`config.mk`:
```
export PLATFORM = sky130hd
export DESIGN_NAME = ps_ram
export DESIGN_NICKNAME = d
export VERILOG_FILES = /design/src/sv/ps_ram.sv
export SDC_FILE = /design/constraint.sdc
export NUM_CORES = 1
export LEC_CHECK = 0
export ABC_AREA = 1
export BUFFER_PORTS_ARGS = -buffer_cell sky130_fd_sc_hd__buf_2
export CORE_UTILIZATION = 25
export CTS_CLUSTER_DIAMETER = 60
export CTS_CLUSTER_SIZE = 16
export DETAILED_ROUTE_END_ITERATION = 10
export GPL_ROUTABILITY_DRIVEN = 0
export PLACE_DENSITY = 0.39
export SLEW_MARGIN = 20
export SYNTH_ARGS = -nofsm -noshare
export SYNTH_HDL_FRONTEND = slang
export SYNTH_SLANG_ARGS = --single-unit
```
`constraint.sdc`:
```
create_clock -name clk -period 1.9 [get_ports clk]
set_input_delay 0.38 -clock clk [delete_from_list [all_inputs] [get_ports clk]]
set_output_delay 0.38 -clock clk [all_outputs]
set_load 0.02 [all_outputs]
```
`src/sv/ps_ram.sv`:
```
// Generic single-write, single-read RAM with registered read data.
module ps_ram #(
    parameter int WIDTH = 1,
    parameter int DEPTH = 16
) (
    input  logic                     clk,
    input  logic                     we,
    input  logic [$clog2(DEPTH)-1:0] waddr,
    input  logic [WIDTH-1:0]         wdata,
    input  logic [$clog2(DEPTH)-1:0] raddr,
    output logic [WIDTH-1:0]         rdata
);

    logic [WIDTH-1:0] mem [DEPTH];
    logic [WIDTH-1:0] rdata_reg;

    always_ff @(posedge clk)
    begin
        if (we)
        begin
            mem[waddr] <= wdata;
        end
        rdata_reg <= mem[raddr];
    end

    assign rdata = rdata_reg;

endmodule

```
==> reports/metrics.cfg <==
[run_status]
status = complete, no violations

[clock_tree]
cts_tree = built
clk_pin_slew_worst_paths_ps = 110
post_cts_resized = 0
clock_sink_count = 17
hold_buffers = 0
cts-root-buf = clkbuf_4
cts_buffers = 3
clk_latency_ps = 290
htreeDepth = 1
clock_path_buffers = 2
post-cts-setup-buffers = 0

[pwr]
combPwrFrac = 0.107
power_switching_mw = 0.173
p_int_mw = 0.521
sequentialPowerShare = 0.606
leakagePower_nw = 0.434
power_frac_clock = 0.287
power_density_mw_per_mm2 = 713
switching_share = 0.249
peakVddDrop_v = 0.000191

[yosys]
yosysTopAreaCell = edfxtp_1
syn-num-nets = 107
ys_types = 11
ys_top_cells_by_count = nand2_1 (24), inv_1 (19), edfxtp_1 (16)
yosysMostFrequentCell = nand2_1
synth_edf_count = 16
synthesis.area_um2 = 847
synth.area.top_cells = edfxtp_1 (57%), nand2_1 (11%), inv_1 (8.4%), nand3_1 (8.3%), nor3_1 (4.7%)
ys_seq_area_frac = 0.591
ys_seq_elements = 17
async_flop_share = 0
synth_top_area_frac = 0.567
yosysWarnings = 0
synthFlopType = edfxtp_1
synth_area_per_cell_um2 = 8.82
post_synth_inst_count = 96

[setup_path]
critPathTopFamily = flip-flops
max_stage_delay_ps = 320
end_kind = primary output
cp.buffers_inverters = 1
path_max_fanout = 1
crit_chain = buf_2
critPathSlowestCell = dfxtp_1
startpoint_type = flip-flop
worst-setup-path-type = flip-flop to primary output
arrival_ps = 770
critPathRequiredTime_ps = 1520

[floorplan]
num_rows = 20
core_mm2 = 0.00313
start_util = 0.271
dieArea_mm2 = 0.00363
io_pins = 12
fp.dieW_um = 60.2
dieHeight_um = 60.2

[placed_design]
io_buffers = 11
preCtsSetupSlack_ps = 678
place.detailed.hpwl_um = 1210

[cells_and_area]
areaGrowthSynthToFinish_pct = 14.9
largest_reg_flops = 16
layout.nets = 122
final_layout_size_suffix_gt1_frac = 0.182
antenna_cells = 0

[global_routing]
overflow = 0
grt_max_degree = 17
grt_pass1_wl_um = 2680
grt_pass1_vias = 603
antenna_found_initial = 0
grt_usage = 0.105

[run]
maxCapViolCount = 0

[sta]
period_needed_ps = 1150
clock-skew-final_ps = 11.0
fmax_mhz = 872
layout_setup_ws_ps = 753
timing.final.max_slew_violations = 0
final-hold-violation-count = 0
max_slew_margin = 0.821
setup_violations = 0
tns_ps = 0
rsz0062_at_grt = no
min_period_over_period = 0.604
tightest_slew_ps = 266
holdWs_ps = 319

[drt]
firstDrtPassIters = 4
drt_iter0_drc = 21
post_drt_via_cell_ratio = 3.96
drc = 0
routed_wl_um = 1590
ant_nets = 0
routedWlPerCell_um = 10.3
num_vias = 610

[worst_hold_path]
hold_class = input pin to flip-flop

per-stage QoR:
stage,cell area [um^2],utilization,instances,power [mW]
after floorplan,847,-,96,0.476
after global placement,946,0.302,150,0.505
after detailed placement,946,0.302,150,0.504
after CTS,973,0.311,154,0.701
after global routing,973,0.311,154,0.731
final,973,0.311,154,0.694
final timing paths:
kind	cells after the start	end	start	slack [ps]
min reg2reg	6	rdata	mem[12]	660
min	3	rdata	raddr[3]	320
max	1	rdata	rdata	750
max reg2reg	6	rdata	mem[1]	1030
power by group through the flow:
| stage | Clock (mW) | Combinational [mW] | Sequential, mW |
|---|---|---|---|
| global route | 0.225 | 0.0838 | 0.422 |
| finish | 0.199 | 0.0740 | 0.421 |
| global placement | 0 | 0.0756 | 0.429 |
| detailed placement | 0 | 0.0750 | 0.429 |
| floorplan | 0 | 0.0433 | 0.432 |
| CTS | 0.205 | 0.0752 | 0.421 |
cell families (layout without fill, tap and decap cells):
kind of cell / after synthesis / after routing / share of synthesized area
and+or+nand+nor: 57 / 57 / 0.294
buffers and inverters: 22 / 36 / 0.115
DFF: 17 / 17 / 0.591
layer usage:
layer  up-vias  GRT usage  part of all wire  wire length (um)
met5         -          0                 0                 0
met4         0     0.0598             0.016                25
met3         2     0.0303             0.047                74
met2        14      0.159              0.43               677
met1       261      0.131              0.51               814
li1        333          -                 -                 -
cell type report:
class	count	area, um^2
Tap cell	44	55.1
Inverter	21	86.3
Timing Repair Buffer	11	55.1
Sequential cell	17	500
Clock buffer	3	22.5
Fill cell	347	2150
Multi-Input combinational cell	57	249
Clock inverter	1	5.00
layout by cell type, fill, tap and decap left out, drive strengths merged:
cell type,instances
nor3,8
edfxtp,16
clkbuf,3
clkinv,1
dfxtp,1
nor2,8
nand2,27
inv,21
buf,11
nand3,14
Note: power is estimated with default switching activity, not from simulation.
